$ cat config.mk
export PLATFORM = sky130hd
export DESIGN_NAME = ilid_cell
export DESIGN_NICKNAME = d
export VERILOG_FILES = /design/src/sv/indexed_list_insert_delete_unit_macros.svh /design/src/sv/ilid_pkg.sv /design/src/sv/ilid_cell.sv
export SDC_FILE = /design/constraint.sdc
export NUM_CORES = 1
export LEC_CHECK = 0
export BUFFER_PORTS_ARGS = -buffer_cell sky130_fd_sc_hd__buf_2
export CORE_UTILIZATION = 25
export CTS_CLUSTER_DIAMETER = 30
export DETAILED_ROUTE_END_ITERATION = 7
export PLACE_DENSITY = 0.61
export SLEW_MARGIN = 20
export SYNTH_ARGS = -nofsm -noshare
export SYNTH_HDL_FRONTEND = slang
export SYNTH_SLANG_ARGS = --single-unit
$ cat constraint.sdc
create_clock -name clock -period 3.55 [get_ports clock]
set_clock_uncertainty 0.15 [all_clocks]
set_input_delay 0.1775 -clock clock [delete_from_list [all_inputs] [get_ports clock]]
set_output_delay 0.1775 -clock clock [all_outputs]
set_load 0.005 [all_outputs]
$ cat src/sv/indexed_list_insert_delete_unit_macros.svh
// Assertion macros for the indexed list insert/delete unit.
// Included by the RTL files that carry concurrent assertions; no other dependencies.
`ifndef INDEXED_LIST_INSERT_DELETE_UNIT_MACROS_SVH
`define INDEXED_LIST_INSERT_DELETE_UNIT_MACROS_SVH

// Same-cycle implication, disabled while reset is high.
`define ILID_ASSERT_IMP(label, clk, rst, ante, cons) \
   label: assert property (@(posedge clk) disable iff (rst) (ante) |-> (cons)) \
      else $error("indexed list unit: implication check failed");

// Next-cycle implication, disabled while reset is high.
`define ILID_ASSERT_NEXT(label, clk, rst, ante, cons) \
   label: assert property (@(posedge clk) disable iff (rst) (ante) |=> (cons)) \
      else $error("indexed list unit: next-cycle check failed");

`endif

$ cat src/sv/ilid_pkg.sv
// Shared types and constants for the indexed list insert/delete unit.
// Used by the channel interfaces, the cell, the controller and the top level.
package ilid_pkg;

   localparam int CAPACITY_DEF    = 256;
   localparam int VALUE_WIDTH_DEF = 16;

   // Fixed field widths of the request and response beats.
   localparam int REQ_TYPE_W = 3;
   localparam int POS_W      = 9;
   localparam int ITEM_W     = 16;
   localparam int STATUS_W   = 2;
   localparam int COUNT_W    = 9;

   // Wide enough to address every cell up to the largest supported capacity.
   localparam int CELL_POS_W = 13;

   typedef enum logic [REQ_TYPE_W-1:0] {
      REQ_GET        = 3'd0,
      REQ_ADD_HEAD   = 3'd1,
      REQ_ADD_TAIL   = 3'd2,
      REQ_ADD_BEFORE = 3'd3,
      REQ_DELETE     = 3'd4
   } req_kind_type;

   typedef enum logic [STATUS_W-1:0] {
      STAT_DONE      = 2'd0,
      STAT_BAD_INDEX = 2'd1,
      STAT_FULL      = 2'd2
   } status_type;

   typedef enum logic [2:0] {
      CELL_HOLD,
      CELL_INSERT,
      CELL_DELETE,
      CELL_LOAD,
      CELL_SHIFT
   } cell_op_type;

   typedef struct packed {
      cell_op_type            op;
      logic [CELL_POS_W-1:0]  pos;
   } cell_cmd_type;

   typedef struct packed {
      logic [STATUS_W-1:0] status;
      logic [ITEM_W-1:0]   read_value;
      logic [COUNT_W-1:0]  list_count;
   } rsp_data_type;

   typedef enum logic {
      ST_IDLE,
      ST_SEEK
   } ilid_state_type;

endpackage

$ cat src/sv/ilid_cell.sv
// One cell of the list chain: holds one element and one read-line stage.
// Depends on ilid_pkg for the cell command struct.
module ilid_cell import ilid_pkg::*; #(
   parameter int VALUE_WIDTH = VALUE_WIDTH_DEF,
   parameter int INDEX       = 0
) (
   input  logic                   clock,
   input  cell_cmd_type           cmd,
   input  logic [VALUE_WIDTH-1:0] new_value,
   input  logic [VALUE_WIDTH-1:0] prev_value,
   input  logic [VALUE_WIDTH-1:0] next_value,
   input  logic [VALUE_WIDTH-1:0] next_read,
   output logic [VALUE_WIDTH-1:0] value,
   output logic [VALUE_WIDTH-1:0] read_out
);

   localparam logic [CELL_POS_W-1:0] MY_POS = CELL_POS_W'(INDEX);

   logic [VALUE_WIDTH-1:0] value_ff, value_in;
   logic [VALUE_WIDTH-1:0] read_ff, read_in;
   logic                   is_at, is_after;

   assign is_at    = (cmd.pos == MY_POS);
   assign is_after = (MY_POS > cmd.pos);

   always_comb begin
      value_in = value_ff;
      read_in  = read_ff;
      case (cmd.op)
         CELL_INSERT: begin
            if (is_at) begin
               value_in = new_value;
            end else if (is_after) begin
               value_in = prev_value;
            end
         end
         CELL_DELETE: begin
            if (is_at || is_after) begin
               value_in = next_value;
            end
         end
         // The read line snapshots every element, then walks toward cell zero.
         CELL_LOAD:  read_in = value_ff;
         CELL_SHIFT: read_in = next_read;
         default: ;
      endcase
   end

   always_ff @(posedge clock) begin
      value_ff <= value_in;
      read_ff  <= read_in;
   end

   assign value    = value_ff;
   assign read_out = read_ff;

endmodule

* Yosys cells after proc, flatten, opt, wreduce, memory -nomap -nowiden *
Index checks and enable logic that the tools add are counted.

operators by class
  magnitude comparators = 1
  equal/unequal tests = 6
  reductions and logical operators = 5
  mux-type cells = 5

operator list
  operator               number
  $pmux W16 S2           2
  $mux W16               3
  $gt A1 B13 Y1 const A  1
  $logic_not A13 Y1      1
  $eq A3 B2 Y1 const B   2
  $reduce_bool A2 Y1     2
  $eq A3 B1 Y1 const B   1
  $eq A3 B3 Y1 const B   1
  $ne A3 B3 Y1 const B   1
  $reduce_and A3 Y1      1
  $ne A2 B2 Y1 const B   1
  $logic_or A1 B1 Y1     1

word-level totals
  bits in registers = 32
  output and inout bits = 32
  word-level logic and storage cells = 19

* Depth between registers and ports, before layout *
  depth after elaboration = 4
  depth in mapped cells = 5

* Worst setup path before layout *
OpenSTA, ideal clock, no wires.

  path kind = input-to-reg
  start point = input port cmd[8] in the netlist's numbering
  end point = register value_ff[0], in the netlist value[0], enable pin
  library setup time = 409 ps
  arrival = 2045 ps
  setup slack = 946 ps
  stages on the path = 5
  path buffers = 2
  cells stage by stage = nor4_1 > nand4_1 > buf_4 > buf_6 > nor3_1

between the ends
  longest elaborated chain between the ends = 4
  elaborated cells between the ends (all ways) = 6
  those cells by class = order compare (1); eq/ne (2); reduce/logical (3)

ends and longest elaborated chain
  what                                                line                              RTL
  start: declaration                                  ilid_cell.sv:8                    input cell_cmd_type cmd,
  $gt A1 B13 Y1 or $logic_not A13 Y1 (tied branches)  ilid_cell.sv:24, ilid_cell.sv:23
  $logic_or A1 B1 Y1                                  ilid_cell.sv:38                   if (is_at || is_after) begin
  $ne A2 B2 Y1 (no line)                              n/a
  $reduce_and A3 Y1 (no line) (*)                     n/a
  end signal: assignment                              ilid_cell.sv:50                   value_ff <= value_in;
  end: declaration                                    ilid_cell.sv:19                   logic [VALUE_WIDTH-1:0] value_ff, value_in;

Every way passes the cells marked *; elsewhere a longest branch is shown, timed or not.
A chain may end at the register's enable or synchronous reset.

* Worst setup path in the final report *
  start point = input port cmd[15] in the netlist's numbering
  end point = register read_ff[15], in the netlist read_out[15], enable pin

between the ends
  longest elaborated chain between the ends = 2
  elaborated cells between the ends (all ways) = 3
  those cells by class = eq/ne (2); reduce/logical (1)

ends and longest elaborated chain
  what                                          line             RTL
  $eq A3 B3 Y1 or $eq A3 B2 Y1 (tied branches)  ilid_cell.sv:29  case (cmd.op)
  $reduce_bool A2 Y1 (no line) (*)              n/a
  end signal: assignment                        ilid_cell.sv:51  read_ff <= read_in;
  end: declaration                              ilid_cell.sv:20  logic [VALUE_WIDTH-1:0] read_ff, read_in;

Marked as above.

==> impl_metrics.json <==
{
  "yosysWarningCount": 0,
  "grt_start_max_net_pins": 33,
  "antenna-diode-count": 0,
  "cts_hold_buffers": 0,
  "holdCritPathClass": "in2reg",
  "place.port_buffers": 112,
  "globalRouteOverflowTotal": 0,
  "synthesis.nets": 195,
  "wire_per_inst_um": 13.6,
  "die-area_mm2": 0.00758,
  "vdd_ir_drop_max_uv": 142,
  "start_util_pct": 26.2,
  "drcViolationCount": 0,
  "seqPwrFrac_pct": 49.4,
  "max_clock_freq_mhz": 619,
  "dieWidth_um": 87.1,
  "detail_route.wirelength_um": 4450,
  "total_switching_power_mw": 0.169,
  "run_status": "completed",
  "power.share.combinational_pct": 12.8,
  "clock_power_share_pct": 37.8,
  "crit_path_start_kind": "primary input",
  "arrival_ps": 1370,
  "final_layout_size_suffix_gt1_share_pct": 61.0,
  "max-clock-path-buffers": 2,
  "power_report.internal_total_mw": 0.690,
  "grt_setup_unrepaired": "no",
  "pwr_density_cell_mw_per_mm2": 339,
  "grt_pass1_vias": 1340,
  "syn-cell-area_mm2": 0.00181,
  "cp_data_required_time_ps": 3310,
  "cts_tree": "yes",
  "syn_area_cell_um2": 15.9,
  "setup_tns_ps": 0,
  "dp_hpwl_um": 3680,
  "die_height_um": 87.1,
  "timing.final.setup_violations": 0,
  "switching_share_pct": 19.7,
  "synth_cell_type_count": 15,
  "area_delta_synth_final_pct": 40.2,
  "cts.htree.levels": 2,
  "max_slew_margin_pct": 52.4,
  "highest_layer_used_for_signal_routing": "met4",
  "top_level_ports": 113,
  "cts_root_buffer": "sky130_fd_sc_hd__clkbuf_8",
  "worst_pin_slew_ps": 714,
  "post_cts_resize_count": 0,
  "first_pass_grt_wire_length_um": 6620,
  "highest_fanout_seen_on_the_critical_path": 17,
  "post_layout_minimum_cycle_time_ps": 1620,
  "numCtsBuffers": 5,
  "std_cell_rows": 30,
  "startpoint_to_endpoint_class_of_the_critical_path": "in2reg",
  "synth_instances": 114,
  "final-hold-violation-count": 0,
  "drv_slew": 0,
  "clkSinkCount": 32,
  "final_nets": 311,
  "detail_route.iter0.violations": 56,
  "clock_insertion_delay_worst_skew_ps": 280,
  "vias_per_cell": 4.24,
  "drt-pass1-iter-count": 4,
  "antenna_found_initial": 0,
  "worst_setup_hold_path_clk_slew_ps": 60,
  "final_replace_weighted_congestion": 0.717,
  "antenna_left": 0,
  "ys_seq_area_share_pct": 53.1,
  "layout_worst_path_cycle_share_pct": 45.5,
  "worst_setup_path_end_kind": "register",
  "via_count": 1388,
  "routed-wl-met3_um": 258,
  "drv_cap": 0,
  "route.layer.met1.wl_um": 1810,
  "report.power.total_mw": 0.859,
  "postCtsSetupBuffers": 0,
  "leakage_nw": 1.14,
  "grtUsageTotal_pct": 11.6,
  "wl_met2_um": 2320,
  "core_mm2": 0.00691,
  "ys_seq_elements": 32
}
[cells in the final DEF, fill, tap and decap left out]
cell type	netlist	final
sky130_fd_sc_hd__nor4_1	2	2
sky130_fd_sc_hd__nor3_2	0	1
sky130_fd_sc_hd__nand3b_1	1	1
sky130_fd_sc_hd__buf_2	0	112
sky130_fd_sc_hd__nor2_1	1	1
sky130_fd_sc_hd__mux2_2	16	16
sky130_fd_sc_hd__nand2b_1	1	1
sky130_fd_sc_hd__xnor2_1	1	1
sky130_fd_sc_hd__nor3b_4	1	2
sky130_fd_sc_hd__edfxtp_1	32	32
sky130_fd_sc_hd__buf_4	1	4
sky130_fd_sc_hd__clkinv_1	0	2
sky130_fd_sc_hd__nand4_1	1	1
sky130_fd_sc_hd__clkbuf_8	0	5
sky130_fd_sc_hd__bufinv_16	0	1
sky130_fd_sc_hd__mux2i_1	48	48
sky130_fd_sc_hd__nor3_1	2	1
[path summary, 6_finish.rpt]
path | from | endpoint | slack, ps | cells past startpoint
worst min-delay path | next_read[11] | read_out[11]$_DFFE_PP_ | 50 | 2
worst max-delay path | cmd[15] | read_out[15]$_DFFE_PP_ | 1930 | 4
worst min register to register | value[12]$_DFFE_PP_ | read_out[12]$_DFFE_PP_ | 440 | 1
worst max register to register | value[15]$_DFFE_PP_ | read_out[15]$_DFFE_PP_ | 2440 | 1
[critical path, cell delays in order]
cell                       delay, ps
sky130_fd_sc_hd__buf_2           150
sky130_fd_sc_hd__nor3b_4         180
sky130_fd_sc_hd__buf_4           260
sky130_fd_sc_hd__nand2b_1        610
[cells in the mapped netlist (all sizes together)]
cell | instances | area (um^2)
xnor2 | 1 | 8.76
mux2 | 16 | 180
nor4 | 2 | 12.5
nor3b | 2 | 31.3
buf | 7 | 101
nand3b | 1 | 7.51
nand2b | 1 | 6.26
nor2 | 1 | 3.75
mux2i | 48 | 480
nor3 | 2 | 10.0
edfxtp | 32 | 961
nand4 | 1 | 6.26
[kinds of logic (layout without fill, tap and decap cells)]
| kind of cell | count (synthesis) | after routing | synth area share [%] |
|---|---|---|---|
| buffers and inverters | 7 | 124 | 5.60 |
| AND/OR/NAND/NOR | 10 | 10 | 4.29 |
| multiplexers | 64 | 64 | 36.5 |
| flip-flops | 32 | 32 | 53.1 |
| XOR/XNOR | 1 | 1 | 0.484 |
[metal layers]
layer,global-route usage (%),up-vias
met5,0,-
met4,4.09,0
met3,3.41,6
met2,20.5,48
met1,13.4,658
li1,-,676
[stage by stage]
stage	std cells	worst slack (ps)	hold WS (ps)	utilization [%]	instance area, um^2
2_1_floorplan	114	946	248	-	1810
3_3_place_gp	319	1630	330	35.2	2430
3_5_place_dp	319	1620	336	35.2	2430
4_1_cts	327	1910	39.5	36.7	2540
5_1_grt	327	1830	39.8	36.7	2540
6_report	327	1930	48.1	36.7	2540
[power groups by stage]
stage | combinational (mW) | clock (mW) | sequential [mW]
2_1_floorplan | 0.0546 | 0 | 0.433
3_3_place_gp | 0.110 | 0 | 0.432
3_5_place_dp | 0.111 | 0 | 0.432
4_1_cts | 0.112 | 0.334 | 0.424
5_1_grt | 0.121 | 0.355 | 0.424
6_report | 0.110 | 0.325 | 0.424
[flip-flops by register name (all words and copies together) (netlist names)]
signal	cells
value	16
read_out	16
[final cells by class]
class | instances | area (um^2)
fillers | 699 | 4370
repair buffers | 116 | 591
flip-flops and latches | 32 | 961
multi-input cells | 75 | 758
clock inverters | 3 | 37.5
clock buffers | 5 | 68.8
well taps | 96 | 120
Power figures use the tool's default switching activity.
