===== src/sv/indexed_list_insert_delete_unit_macros.svh =====
// Assertion macros for the indexed list insert/delete unit.
// Included by the RTL files that carry concurrent assertions; no other dependencies.
`ifndef INDEXED_LIST_INSERT_DELETE_UNIT_MACROS_SVH
`define INDEXED_LIST_INSERT_DELETE_UNIT_MACROS_SVH

// Same-cycle implication, disabled while reset is high.
`define ILID_ASSERT_IMP(label, clk, rst, ante, cons) \
   label: assert property (@(posedge clk) disable iff (rst) (ante) |-> (cons)) \
      else $error("indexed list unit: implication check failed");

// Next-cycle implication, disabled while reset is high.
`define ILID_ASSERT_NEXT(label, clk, rst, ante, cons) \
   label: assert property (@(posedge clk) disable iff (rst) (ante) |=> (cons)) \
      else $error("indexed list unit: next-cycle check failed");

`endif


===== src/sv/ilid_pkg.sv =====
// Shared types and constants for the indexed list insert/delete unit.
// Used by the channel interfaces, the cell, the controller and the top level.
package ilid_pkg;

   localparam int CAPACITY_DEF    = 256;
   localparam int VALUE_WIDTH_DEF = 16;

   // Fixed field widths of the request and response beats.
   localparam int REQ_TYPE_W = 3;
   localparam int POS_W      = 9;
   localparam int ITEM_W     = 16;
   localparam int STATUS_W   = 2;
   localparam int COUNT_W    = 9;

   // Wide enough to address every cell up to the largest supported capacity.
   localparam int CELL_POS_W = 13;

   typedef enum logic [REQ_TYPE_W-1:0] {
      REQ_GET        = 3'd0,
      REQ_ADD_HEAD   = 3'd1,
      REQ_ADD_TAIL   = 3'd2,
      REQ_ADD_BEFORE = 3'd3,
      REQ_DELETE     = 3'd4
   } req_kind_type;

   typedef enum logic [STATUS_W-1:0] {
      STAT_DONE      = 2'd0,
      STAT_BAD_INDEX = 2'd1,
      STAT_FULL      = 2'd2
   } status_type;

   typedef enum logic [2:0] {
      CELL_HOLD,
      CELL_INSERT,
      CELL_DELETE,
      CELL_LOAD,
      CELL_SHIFT
   } cell_op_type;

   typedef struct packed {
      cell_op_type            op;
      logic [CELL_POS_W-1:0]  pos;
   } cell_cmd_type;

   typedef struct packed {
      logic [STATUS_W-1:0] status;
      logic [ITEM_W-1:0]   read_value;
      logic [COUNT_W-1:0]  list_count;
   } rsp_data_type;

   typedef enum logic {
      ST_IDLE,
      ST_SEEK
   } ilid_state_type;

endpackage


===== src/sv/ilid_if.sv =====
// Valid/ready channel interfaces for the request and response beats.
// Depends on ilid_pkg for the field widths.
interface ilid_req_if import ilid_pkg::*; ();
   logic                  valid;
   logic                  ready;
   logic [REQ_TYPE_W-1:0] req_type;
   logic [POS_W-1:0]      position;
   logic [ITEM_W-1:0]     item_value;

   modport source (output valid, req_type, position, item_value, input ready);
   modport sink   (input valid, req_type, position, item_value, output ready);
endinterface

interface ilid_rsp_if import ilid_pkg::*; ();
   logic                valid;
   logic                ready;
   logic [STATUS_W-1:0] status;
   logic [ITEM_W-1:0]   read_value;
   logic [COUNT_W-1:0]  list_count;

   modport source (output valid, status, read_value, list_count, input ready);
   modport sink   (input valid, status, read_value, list_count, output ready);
endinterface


===== src/sv/ilid_ctrl.sv =====
// Request decoder, count register, get sequencer and response buffering.
// Depends on ilid_pkg, ilid_if and the assertion macro header.
`include "indexed_list_insert_delete_unit_macros.svh"

module ilid_ctrl import ilid_pkg::*; #(
   parameter int CAPACITY    = CAPACITY_DEF,
   parameter int VALUE_WIDTH = VALUE_WIDTH_DEF
) (
   input  logic                   clock,
   input  logic                   reset,
   ilid_req_if.sink               req_chan,
   ilid_rsp_if.source             rsp_chan,
   output cell_cmd_type           cmd,
   output logic [VALUE_WIDTH-1:0] new_value,
   input  logic [VALUE_WIDTH-1:0] head_read
);

   localparam int IW = (CAPACITY > 1) ? $clog2(CAPACITY) : 1;
   localparam int CW = $clog2(CAPACITY + 1);
   localparam int MW = (CW > POS_W) ? CW : POS_W;
   localparam logic [CW-1:0] FULL_COUNT = CW'(CAPACITY);

   ilid_state_type state_ff, state_in;
   logic [CW-1:0]  count_ff, count_in;
   logic [IW-1:0]  seek_ff, seek_in;
   logic           rsp_valid_ff, rsp_valid_in;
   logic           pend_valid_ff, pend_valid_in;
   rsp_data_type   rsp_data_ff, rsp_data_in;
   rsp_data_type   pend_data_ff, pend_data_in;

   logic           req_ready;
   logic           done;
   rsp_data_type   done_data;
   logic [MW-1:0]  pos_ext, cnt_ext;
   logic           full;

   assign pos_ext   = MW'(req_chan.position);
   assign cnt_ext   = MW'(count_ff);
   assign full      = (count_ff == FULL_COUNT);
   assign new_value = VALUE_WIDTH'(req_chan.item_value);

   always_comb begin
      state_in             = state_ff;
      count_in             = count_ff;
      seek_in              = seek_ff;
      cmd.op               = CELL_HOLD;
      cmd.pos              = '0;
      req_ready            = 1'b0;
      done                 = 1'b0;
      done_data.status     = STAT_DONE;
      done_data.read_value = '0;
      unique case (state_ff)
         ST_IDLE: begin
            req_ready = !pend_valid_ff;
            if (req_chan.valid && req_ready) begin
               done = 1'b1;
               unique case (req_kind_type'(req_chan.req_type))
                  REQ_GET: begin
                     if (pos_ext < cnt_ext) begin
                        done     = 1'b0;
                        cmd.op   = CELL_LOAD;
                        seek_in  = IW'(req_chan.position);
                        state_in = ST_SEEK;
                     end else begin
                        done_data.status = STAT_BAD_INDEX;
                     end
                  end
                  REQ_ADD_HEAD: begin
                     if (full) begin
                        done_data.status = STAT_FULL;
                     end else begin
                        cmd.op   = CELL_INSERT;
                        cmd.pos  = '0;
                        count_in = count_ff + CW'(1);
                     end
                  end
                  REQ_ADD_TAIL: begin
                     if (full) begin
                        done_data.status = STAT_FULL;
                     end else begin
                        cmd.op   = CELL_INSERT;
                        cmd.pos  = CELL_POS_W'(count_ff);
                        count_in = count_ff + CW'(1);
                     end
                  end
                  REQ_ADD_BEFORE: begin
                     // The index check takes precedence over the full check.
                     if (pos_ext > cnt_ext) begin
                        done_data.status = STAT_BAD_INDEX;
                     end else if (full) begin
                        done_data.status = STAT_FULL;
                     end else begin
                        cmd.op   = CELL_INSERT;
                        cmd.pos  = CELL_POS_W'(req_chan.position);
                        count_in = count_ff + CW'(1);
                     end
                  end
                  REQ_DELETE: begin
                     if (pos_ext < cnt_ext) begin
                        cmd.op   = CELL_DELETE;
                        cmd.pos  = CELL_POS_W'(req_chan.position);
                        count_in = count_ff - CW'(1);
                     end else begin
                        done_data.status = STAT_BAD_INDEX;
                     end
                  end
                  default: done_data.status = STAT_BAD_INDEX;
               endcase
            end
         end
         ST_SEEK: begin
            if (seek_ff == '0) begin
               done                 = 1'b1;
               done_data.read_value = ITEM_W'(head_read);
               state_in             = ST_IDLE;
            end else begin
               cmd.op  = CELL_SHIFT;
               seek_in = seek_ff - IW'(1);
            end
         end
         default: state_in = ST_IDLE;
      endcase
      done_data.list_count = COUNT_W'(count_in);

      // Output register plus one pending slot, so a new beat is taken while
      // a finished response is still waiting downstream.
      rsp_valid_in  = rsp_valid_ff;
      pend_valid_in = pend_valid_ff;
      rsp_data_in   = rsp_data_ff;
      pend_data_in  = pend_data_ff;
      if (done) begin
         if (!rsp_valid_ff || rsp_chan.ready) begin
            rsp_valid_in = 1'b1;
            rsp_data_in  = done_data;
         end else begin
            pend_valid_in = 1'b1;
            pend_data_in  = done_data;
         end
      end else if (rsp_valid_ff && rsp_chan.ready) begin
         rsp_valid_in  = pend_valid_ff;
         rsp_data_in   = pend_data_ff;
         pend_valid_in = 1'b0;
      end
   end

   always_ff @(posedge clock) begin
      if (reset) begin
         state_ff      <= ST_IDLE;
         count_ff      <= '0;
         rsp_valid_ff  <= 1'b0;
         pend_valid_ff <= 1'b0;
      end else begin
         state_ff      <= state_in;
         count_ff      <= count_in;
         rsp_valid_ff  <= rsp_valid_in;
         pend_valid_ff <= pend_valid_in;
      end
   end

   always_ff @(posedge clock) begin
      seek_ff      <= seek_in;
      rsp_data_ff  <= rsp_data_in;
      pend_data_ff <= pend_data_in;
   end

   assign req_chan.ready      = req_ready;
   assign rsp_chan.valid      = rsp_valid_ff;
   assign rsp_chan.status     = rsp_data_ff.status;
   assign rsp_chan.read_value = rsp_data_ff.read_value;
   assign rsp_chan.list_count = rsp_data_ff.list_count;

   `ILID_ASSERT_IMP(a_count_bound, clock, reset, 1'b1, count_ff <= FULL_COUNT)
   `ILID_ASSERT_IMP(a_pend_behind_rsp, clock, reset, pend_valid_ff, rsp_valid_ff)
   `ILID_ASSERT_IMP(a_no_take_in_seek, clock, reset, state_ff == ST_SEEK, !req_ready)
   `ILID_ASSERT_NEXT(a_seek_ends, clock, reset, state_ff == ST_SEEK && seek_ff == '0, state_ff == ST_IDLE && rsp_valid_ff)

endmodule


===== src/flat_wrapper.sv =====
// flat-port wrapper written by rule: the top's interface ports become plain ports
module ilid_ctrl_flat import ilid_pkg::*;
#(
   parameter int CAPACITY    = CAPACITY_DEF,
   parameter int VALUE_WIDTH = VALUE_WIDTH_DEF
)
  (clock, reset, cmd, new_value, head_read, req_chan_valid, req_chan_req_type, req_chan_position, req_chan_item_value, req_chan_ready, rsp_chan_valid, rsp_chan_status, rsp_chan_read_value, rsp_chan_list_count, rsp_chan_ready);
  ilid_req_if req_chan_i ();
  ilid_rsp_if rsp_chan_i ();
  input  logic clock;
  input  logic reset;
  output cell_cmd_type cmd;
  output logic [VALUE_WIDTH-1:0] new_value;
  input  logic [VALUE_WIDTH-1:0] head_read;
  input wire logic [$bits(req_chan_i.valid)-1:0] req_chan_valid;
  input wire logic [$bits(req_chan_i.req_type)-1:0] req_chan_req_type;
  input wire logic [$bits(req_chan_i.position)-1:0] req_chan_position;
  input wire logic [$bits(req_chan_i.item_value)-1:0] req_chan_item_value;
  output wire logic [$bits(req_chan_i.ready)-1:0] req_chan_ready;
  output wire logic [$bits(rsp_chan_i.valid)-1:0] rsp_chan_valid;
  output wire logic [$bits(rsp_chan_i.status)-1:0] rsp_chan_status;
  output wire logic [$bits(rsp_chan_i.read_value)-1:0] rsp_chan_read_value;
  output wire logic [$bits(rsp_chan_i.list_count)-1:0] rsp_chan_list_count;
  input wire logic [$bits(rsp_chan_i.ready)-1:0] rsp_chan_ready;
  assign req_chan_i.valid = req_chan_valid;
  assign req_chan_i.req_type = req_chan_req_type;
  assign req_chan_i.position = req_chan_position;
  assign req_chan_i.item_value = req_chan_item_value;
  assign req_chan_ready = req_chan_i.ready;
  assign rsp_chan_valid = rsp_chan_i.valid;
  assign rsp_chan_status = rsp_chan_i.status;
  assign rsp_chan_read_value = rsp_chan_i.read_value;
  assign rsp_chan_list_count = rsp_chan_i.list_count;
  assign rsp_chan_i.ready = rsp_chan_ready;
  ilid_ctrl #(.CAPACITY(CAPACITY), .VALUE_WIDTH(VALUE_WIDTH)) u_core (.clock(clock), .reset(reset), .req_chan(req_chan_i), .rsp_chan(rsp_chan_i), .cmd(cmd), .new_value(new_value), .head_read(head_read));
endmodule

===== config.mk =====
export PLATFORM = sky130hd
export DESIGN_NAME = ilid_ctrl_flat
export DESIGN_NICKNAME = d
export VERILOG_FILES = /design/src/sv/ilid_pkg.sv /design/src/sv/ilid_if.sv /design/src/sv/ilid_ctrl.sv /design/src/flat_wrapper.sv
export VERILOG_INCLUDE_DIRS = /design/src /design/src/sv
export SDC_FILE = /design/constraint.sdc
export NUM_CORES = 1
export LEC_CHECK = 0
export BUFFER_PORTS_ARGS = -buffer_cell sky130_fd_sc_hd__buf_2
export CAP_MARGIN = 20
export CORE_ASPECT_RATIO = 0.75
export CORE_MARGIN = 2
export CORE_UTILIZATION = 58
export DETAILED_ROUTE_END_ITERATION = 6
export GPL_TIMING_DRIVEN = 0
export HOLD_SLACK_MARGIN = 0.1
export PLACE_DENSITY = 0.83
export REMOVE_ABC_BUFFERS = 1
export SYNTH_ARGS = -nofsm -noshare
export SYNTH_HDL_FRONTEND = slang
export SYNTH_SLANG_ARGS = --single-unit

===== constraint.sdc =====
create_clock -name clock -period 12.8 [get_ports clock]
set_clock_uncertainty 0.1 [all_clocks]
set_input_delay 2.56 -clock clock [delete_from_list [all_inputs] [get_ports clock]]
set_output_delay 2.56 -clock clock [all_outputs]
set_load 0.1 [all_outputs]

# --- Word level (Yosys, flattened, before mapping) ---
# Index checks and enable logic that the tools add are counted.
totals:
  output_inout_bits: 61
  reg_bits: 74
  input_bits: 48
classes:
  n_eq_ne: 11
  mux: 51
  magnitude_cmp: 2
  n_reduce_logical: 14
  n_bitwise: 2
  add_sub_neg: 3
op_table:
  columns: ["op", "n"]
  rows:
  - ["2-to-1 mux 27 bit", 3]
  - ["2-to-1 mux 16 bit", 4]
  - ["case mux 13 bit (4 select lines)", 1]
  - ["2-to-1 mux 9 bit", 5]
  - ["2-to-1 mux 14 bit", 3]
  - ["2-to-1 mux 8 bit", 4]
  - ["case mux 9 bit (3 select lines)", 1]
  - ["2-to-1 mux 1 bit", 16]
  - ["case mux 8 bit (2 select lines)", 1]
  - ["2-to-1 mux 15 bit", 1]
  - ["case mux 3 bit (5 select lines)", 1]
  - ["2-to-1 mux 13 bit", 1]
  - ["2-to-1 mux 2 bit", 5]
  - ["adder 9 x 1 -> 9 bit, second input constant", 1]
  - ["== test 9 bit, second input constant", 1]
  - ["> comparator 9 bit", 1]
  - ["less-than comparator 9 bit", 1]
  - ["subtractor 9 x 1 -> 9 bit, second input constant", 1]
  - ["zero test 8 bit", 1]
  - ["inequality test 2 bit, second input constant", 4]
  - ["subtractor 8 x 1 -> 8 bit, second input constant", 1]
  - ["== test 3 x 2 -> 1 bit, second input constant", 2]
  - ["case mux 2 bit (3 select lines)", 1]
  - ["case mux 3 bit (2 select lines)", 1]
  - ["other kinds (14)", 22]

# --- Depth between registers and ports, before layout ---
# Gate-level depths: netlist of run 1.
logic_depth:
  ltp_word: 8
  mapped_depth: 10
  depth_no_buf: 8

# --- Least setup slack after synthesis of run 1 ---
# OpenSTA, ideal clock, no wires.
synth_path:
  kind: "input port to output port"
  startpoint: "input req_chan_position[8]"
  endpoint: "output cmd[14] (netlist name)"
  arrival_ns: 5.571
  path_slack_ns: 4.569
  stages: 5
  cell_sequence: "ha_1 > a21oi_1 > o221a_2 > nand2_1 > nor3_1"
synth_rtl:
  columns: ["element", "line", "source"]
  rows:
  - ["start, declared", "flat_wrapper.sv:17", "input wire logic [$bits(req_chan_i.position)-1:0] req_chan_position;"]
  - ["end, declared", "flat_wrapper.sv:12", "output cell_cmd_type cmd;"]

==> results of run 1 <==
==> worst max-delay path by stage <==
stage                                     from  cells past startpoint       to  slack (ps)
final                     req_chan_position[8]                      9  cmd[13]        5250
after global routing      req_chan_position[2]                      9   cmd[3]        5080
after CTS                 req_chan_position[8]                      9  cmd[13]        5270
after detailed placement  req_chan_position[8]                      9  cmd[13]        5280
after global placement    req_chan_position[8]                      9  cmd[13]        5290
after floorplan           req_chan_position[8]                      5  cmd[14]        4570
==> layout by cell type, fill, tap and decap left out, types with 5 or more instances in the layout <==
cell	n
nor3_1	12
nor2b_1	5
dfxtp_1	12
a21oi_1	19
a31oi_1	6
o21ai_0	8
mux2i_1	5
buf_2	72
xnor2_1	6
nand2_1	16
a21o_1	19
ha_1	14
a22oi_1	9
inv_1	26
nand3_1	9
edfxtp_1	62
nor2_1	39
and3_1	17
clkbuf_8	9
==> logic make-up after synthesis <==
logic type,share of synthesized area
AO/OA/AOI/OAI,0.1914
adder cells (fa/ha/maj),0.04054
other,0.0008680
AND/OR/NAND/NOR,0.1732
multiplexers,0.01419
buffers and inverters,0.07906
flip-flops,0.4865
XOR/XNOR,0.01419
==> routing by layer <==
| layer | part of all wire | wire [um] | GRT usage | vias to the layer above |
|---|---|---|---|---|
| met1 | 0.44 | 4499 | 0.3317 | 1614 |
| met5 | 0 | 0 | 0 | - |
| li1 | - | - | - | 1572 |
| met3 | 0.084 | 863 | 0.08210 | 13 |
| met4 | 0.0099 | 102 | 0.05946 | 0 |
| met2 | 0.47 | 4811 | 0.4113 | 155 |
==> power by group <==
part           internal (mW)  switching (mW)
clock                 0.0934          0.0955
combinational         0.0337           0.138
sequential             0.279         0.00770
total                  0.406           0.241
==> worst reg2reg max path, cell delays in order, from the launching register on <==
cell	delay, ps
edfxtp_1	460
or4_4	590
nor4_4	730
a2bb2oi_2	390
buf_8	270
a21oi_4	730
==> sequential cells by signal, summed over array words and instances, names as in the netlist <==
| name | cells |
|---|---|
| u_core.pend_data_ff | 27 |
| u_core.seek_ff | 8 |
| u_core.state_ff | 1 |
| u_core.pend_valid_ff | 1 |
| u_core.rsp_chan.read_value | 16 |
| u_core.rsp_chan.list_count | 9 |
| u_core.cnt_ext | 9 |
| u_core.rsp_chan.status | 2 |
| u_core.rsp_chan.valid | 1 |
==> cell type report <==
class,count,area (sq um)
repair buffers,74,390.4
flip-flops and latches,74,2102
fillers,593,2474
multi-input cells,264,1899
clock inverters,7,83.83
well taps,101,126.4
clock buffers,9,123.9
inverters,26,97.59
==> per-stage QoR <==
step	utilization	cell area [sq um]	power (mW)	setup WS, ps	instances
6_report	0.6610	4823	0.6471	5250	555
5_1_grt	0.6610	4823	0.6687	5082	555
4_1_cts	0.6590	4808	0.6496	5269	554
3_5_place_dp	0.6305	4601	0.4625	5277	538
3_3_place_gp	0.6269	4574	0.4583	5294	537
2_1_floorplan	-	4088	0.4285	4569	364
==> out/metrics.cfg, run 1 <==
[status]
outcome=finished clean

[worst_setup_path]
cp.required_ps=10140
critPathBufInv=2
critPathMaxFanout=10
r2r_end=u_core.rsp_chan.list_count[6]$_DFFE_PP_
critPathTopFamily=compound AO/OA/AOI/OAI gates
cp_slowest_cell=buf_2
path_cells=buf_2 > ha_1 > a21oi_1 > o221ai_2 > o2111a_4 > nor2_1 > a21oi_1 > nor2_1 > buf_2
rr_startpoint=u_core.seek_ff[3]$_DFFE_PP_
critPathLaunchType=input pin
end_kind=primary output
cp_slowest_stage_delay_ps=440
r2r_slack_ps=9150
rr_worst_depth=5
criticalPathCategory=input pin to primary output
critPathArrivalTime_ps=4890

[floorplanning]
io_pins=109
rows=27
dieArea_sq_um=8163
die_height_um=78.75
design.core.area_sq_um=7297
start_util=0.5921
die_w_um=103.7

[timing]
slew_violations=0
finalCriticalPeriod_ps=7550
fmax_ghz=0.1325
max_slew.worst_pin.slew_ps=1117
post-route-period-util=0.5898
whs_ps=427.5
fin_setup_tns_ps=0
final_hold_viol_count=0
rsz0062_at_grt=no
setup_violations=0
max_slew_margin=0.2543

[clocking]
cts_tree=built
cts-hold-fix-buffers=0
root_buffer=clkbuf_8
cts-resized-gates=0
clock_path_buffers=2
clk_pin_slew_ps=80
post_cts_buffers=0
cts_buffers=9
cts.sinks=74
htreeDepth=3
clock_latency_ps=350

[logic_synthesis]
ys.flop_type=edfxtp_1
synth.top_cells.by_count=62 x edfxtp_1, 39 x nor2_1, 26 x inv_1
avgSynthCellArea_sq_um=10.94
yosysMostFrequentCell=edfxtp_1
synth_edf_count=62
yosysSeqAreaShare=0.4865
yosys.area.top_type=edfxtp_1
synth-seq-cells=74
synth_area_leaders=edfxtp_1 43%, dfxtp_1 5.6%, ha_1 4.1%
synth.cell_area_sq_um=4320
yosysWarningCount=0
ys_async_sr_fraction=0
yosys.cell_types.count=70
synthCells=395
synth_top_area_frac=0.4309

[drt]
via_count=3354
ant_nets=0
drt_first_iter_violations=434
post-route-drc-count=0
wirelength_um=10280
vias_per_cell=6.043
drtPass1Iterations=5
wl_per_cell_um=18.52

[pwr]
p_leak_nw=2.016
p_per_area_nw_per_um2=134.2
peakVddDrop_v=0.0001093

[cells_and_area]
nNetsFinal=511
area_growth_pct=11.64
drive_gt1_frac=0.2731
num_antenna_cells=0

[hold_path]
holdPathEnd=u_core.rsp_chan.status[1]$_DFFE_PP_
hold_class=register to register
holdPathStages=1
min_from=u_core.pend_data_ff[26]$_DFFE_PP_

[place]
portBuffers=72
place.gp.congestion=0.9821
dpl.hpwl_um=7399

[global_route]
grt_pass1_wl_um=16100
grtUsageTotal=0.2519
grt_max_degree=35
antenna_found_initial=0
grt_pass1_vias=3207
overflow=0

[run]
maxCapViolCount=0

Power figures use the tool's default switching activity.
==> inputs of run 2 (changes only) <==
--- a/config.mk
+++ b/config.mk
@@ -10,11 +10,11 @@
 export CAP_MARGIN = 20
 export CORE_ASPECT_RATIO = 0.75
 export CORE_MARGIN = 2
-export CORE_UTILIZATION = 58
+export CORE_UTILIZATION = 49
 export DETAILED_ROUTE_END_ITERATION = 6
 export GPL_TIMING_DRIVEN = 0
 export HOLD_SLACK_MARGIN = 0.1
-export PLACE_DENSITY = 0.83
+export PLACE_DENSITY = 0.74
 export REMOVE_ABC_BUFFERS = 1
 export SYNTH_ARGS = -nofsm -noshare
 export SYNTH_HDL_FRONTEND = slang
==> constraint.sdc (replaced) <==
create_clock -name clock -period 6.67 [get_ports clock]
set_clock_uncertainty 0.1 [all_clocks]
set_input_delay 1.334 -clock clock [delete_from_list [all_inputs] [get_ports clock]]
set_output_delay 1.334 -clock clock [all_outputs]
set_load 0.1 [all_outputs]
==> run 2 against run 1 <==
  * Critical path type unchanged
  * Clock power is 140% higher
  * Highest routed layer unchanged
  * Combinational power is 92% higher
  * Non-clock buffer count is 1 higher
  * First-iteration DRC count is 34% lower
  * Sequential power is 92% higher
  * Die area is 18% higher
  * Register-to-register slack worse by 6100 ps
  * Wire length is 0.89% higher
  * Critical path depth stayed put
  * Final cell count is 1.4% higher
  * Clock-buffer cell count stayed put
==> out/metrics.cfg, run 2 (same netlist as run 1, synthesis figures left out) <==
[global_route]
grt_pass1_wl_um=16480  ; +2.3%
antenna_found_initial=0  ; unchanged
overflow=0  ; unchanged
grtUsageTotal=0.2199  ; -0.03203
grt_pass1_vias=3147  ; -1.9%
grt_max_degree=35  ; unchanged

[clocking]
cts_tree=built
post_cts_buffers=0  ; unchanged
cts-resized-gates=0  ; unchanged
clock_path_buffers=2  ; unchanged
root_buffer=clkbuf_16
clk_pin_slew_ps=60  ; -20 ps
clock_latency_ps=330  ; -20 ps
cts-hold-fix-buffers=0  ; unchanged
htreeDepth=3  ; unchanged
cts.sinks=74  ; unchanged
cts_buffers=9  ; unchanged

[worst_setup_path]
critPathLaunchType=input pin
criticalPathCategory=input pin to primary output
cp.required_ps=5240  ; -4900 ps
critPathMaxFanout=10  ; unchanged
end_kind=primary output
critPathArrivalTime_ps=3690  ; -1200 ps

[timing]
layout_setup_ws_ps=1543  ; -3707 ps
fmax_ghz=0.1950
whs_ps=413.9  ; -13.56 ps
final_hold_viol_count=0  ; unchanged
max_slew_margin=0.2707  ; +0.01647
post-route-period-util=0.7687
max_slew.worst_pin.slew_ps=1082  ; -34.61 ps
rsz0062_at_grt=no
fin_setup_tns_ps=0  ; unchanged
finalCriticalPeriod_ps=5127
slew_violations=0  ; unchanged
setup_violations=0  ; unchanged

[hold_path]
hold_class=register to register

[cells_and_area]
layout_commonest_cell=buf_2
multi_input_area_sq_um=1899  ; unchanged
drive_gt1_frac=0.2747  ; +0.001598
nNetsFinal=512  ; +0.20%
top_register=u_core.pend_data_ff
area_growth_pct=14.31
fillCellCount=745  ; +26%
seq_area_sq_um=2102  ; unchanged
final_cell_mix=72 x buf_2, 62 x edfxtp_1, 39 x nor2_1
num_antenna_cells=0  ; unchanged
largest_reg_flops=27  ; unchanged

[drt]
wl_per_cell_um=18.42  ; -0.55%
ant_nets=0  ; unchanged
wirelength_um=10370  ; +0.89%
via_count=3337  ; -0.51%
post-route-drc-count=0  ; unchanged
drt_first_iter_violations=287  ; -34%
drtPass1Iterations=5  ; unchanged
vias_per_cell=5.927  ; -1.9%

[floorplanning]
die_w_um=112.4  ; +8.5%
die_height_um=85.32  ; +8.3%
rows=29  ; +7.4%
dieArea_sq_um=9592  ; +18%
design.core.area_sq_um=8527  ; +17%
start_util=0.5067  ; -0.08540
io_pins=109  ; unchanged

[pwr]
p_leak_nw=2.060  ; +2.2%
peakVddDrop_v=0.0001666  ; +52%
p_per_area_nw_per_um2=270.2  ; +100%

[place]
place.gp.congestion=1.009  ; +2.7%
dpl.hpwl_um=7480  ; +1.1%
dp_slack_ps=1586  ; -3691 ps
portBuffers=72  ; unchanged

[run]
maxCapViolCount=0  ; unchanged

[status]
outcome=finished clean

## run 2: cell types whose count changed in the layout (fill, tap and decap cells not counted), sizes merged
| cell | change |
|---|---|
| buf | +1 |
| clkinvlp | +1 |
| bufinv | -1 |
## run 2: metal layers
metal | track usage | part of all wire | vias up
met3 | 0.07143 | 0.070 | 10
met4 | 0.05322 | 0.010 | 0
met1 | 0.3173 | 0.47 | 1629
li1 | - | - | 1573
met2 | 0.3242 | 0.45 | 125
met5 | 0 | 0 | -
## run 2: path summary, 6_finish.rpt
kind / from / end / slack (ps) / depth (start not counted)
max: req_chan_position[8] / cmd[13] / 1540 / 9
min: u_core.pend_data_ff[13]$_DFFE_PP_ / u_core.rsp_chan.read_value[4]$_DFFE_PP_ / 410 / 1
min reg2reg: u_core.pend_data_ff[13]$_DFFE_PP_ / u_core.rsp_chan.read_value[4]$_DFFE_PP_ / 410 / 1
max reg2reg: u_core.cnt_ext[2]$_SDFF_PP0_ / u_core.rsp_chan.list_count[8]$_DFFE_PP_ / 3020 / 8
## run 2: power breakdown
group / total, mW / internal, mW / switching (mW)
Sequential: 0.551 / 0.536 / 0.0146
Clock: 0.454 / 0.258 / 0.196
Combinational: 0.330 / 0.0653 / 0.265
Total: 1.33 / 0.859 / 0.475
## run 2: metrics by stage
stage	power, mW	utilization	cell area [sq um]	instances
2_1_floorplan	0.8222	-	4088	364
3_5_place_dp	0.8886	0.5406	4609	545
5_1_grt	1.385	0.5792	4938	563
6_report	1.334	0.5792	4938	563
3_3_place_gp	0.8823	0.5375	4583	544
4_1_cts	1.346	0.5742	4896	561
## run 2: layout make-up
cell class,count,area share
Clock inverter,7,0.01241
Multi-Input combinational cell,264,0.3846
Timing Repair Buffer,75,0.08462
Inverter,26,0.01976
Clock buffer,9,0.04560
Tap cell,108,0.02736
Sequential cell,74,0.4256
## run 2: worst max-delay path: stages
cell      delay (ps)
buf_2            110
ha_1             360
a21oi_1          240
o221ai_2         290
o2111a_4         430
nor2_1           250
a21oi_1          110
nor2_1           100
buf_2            440
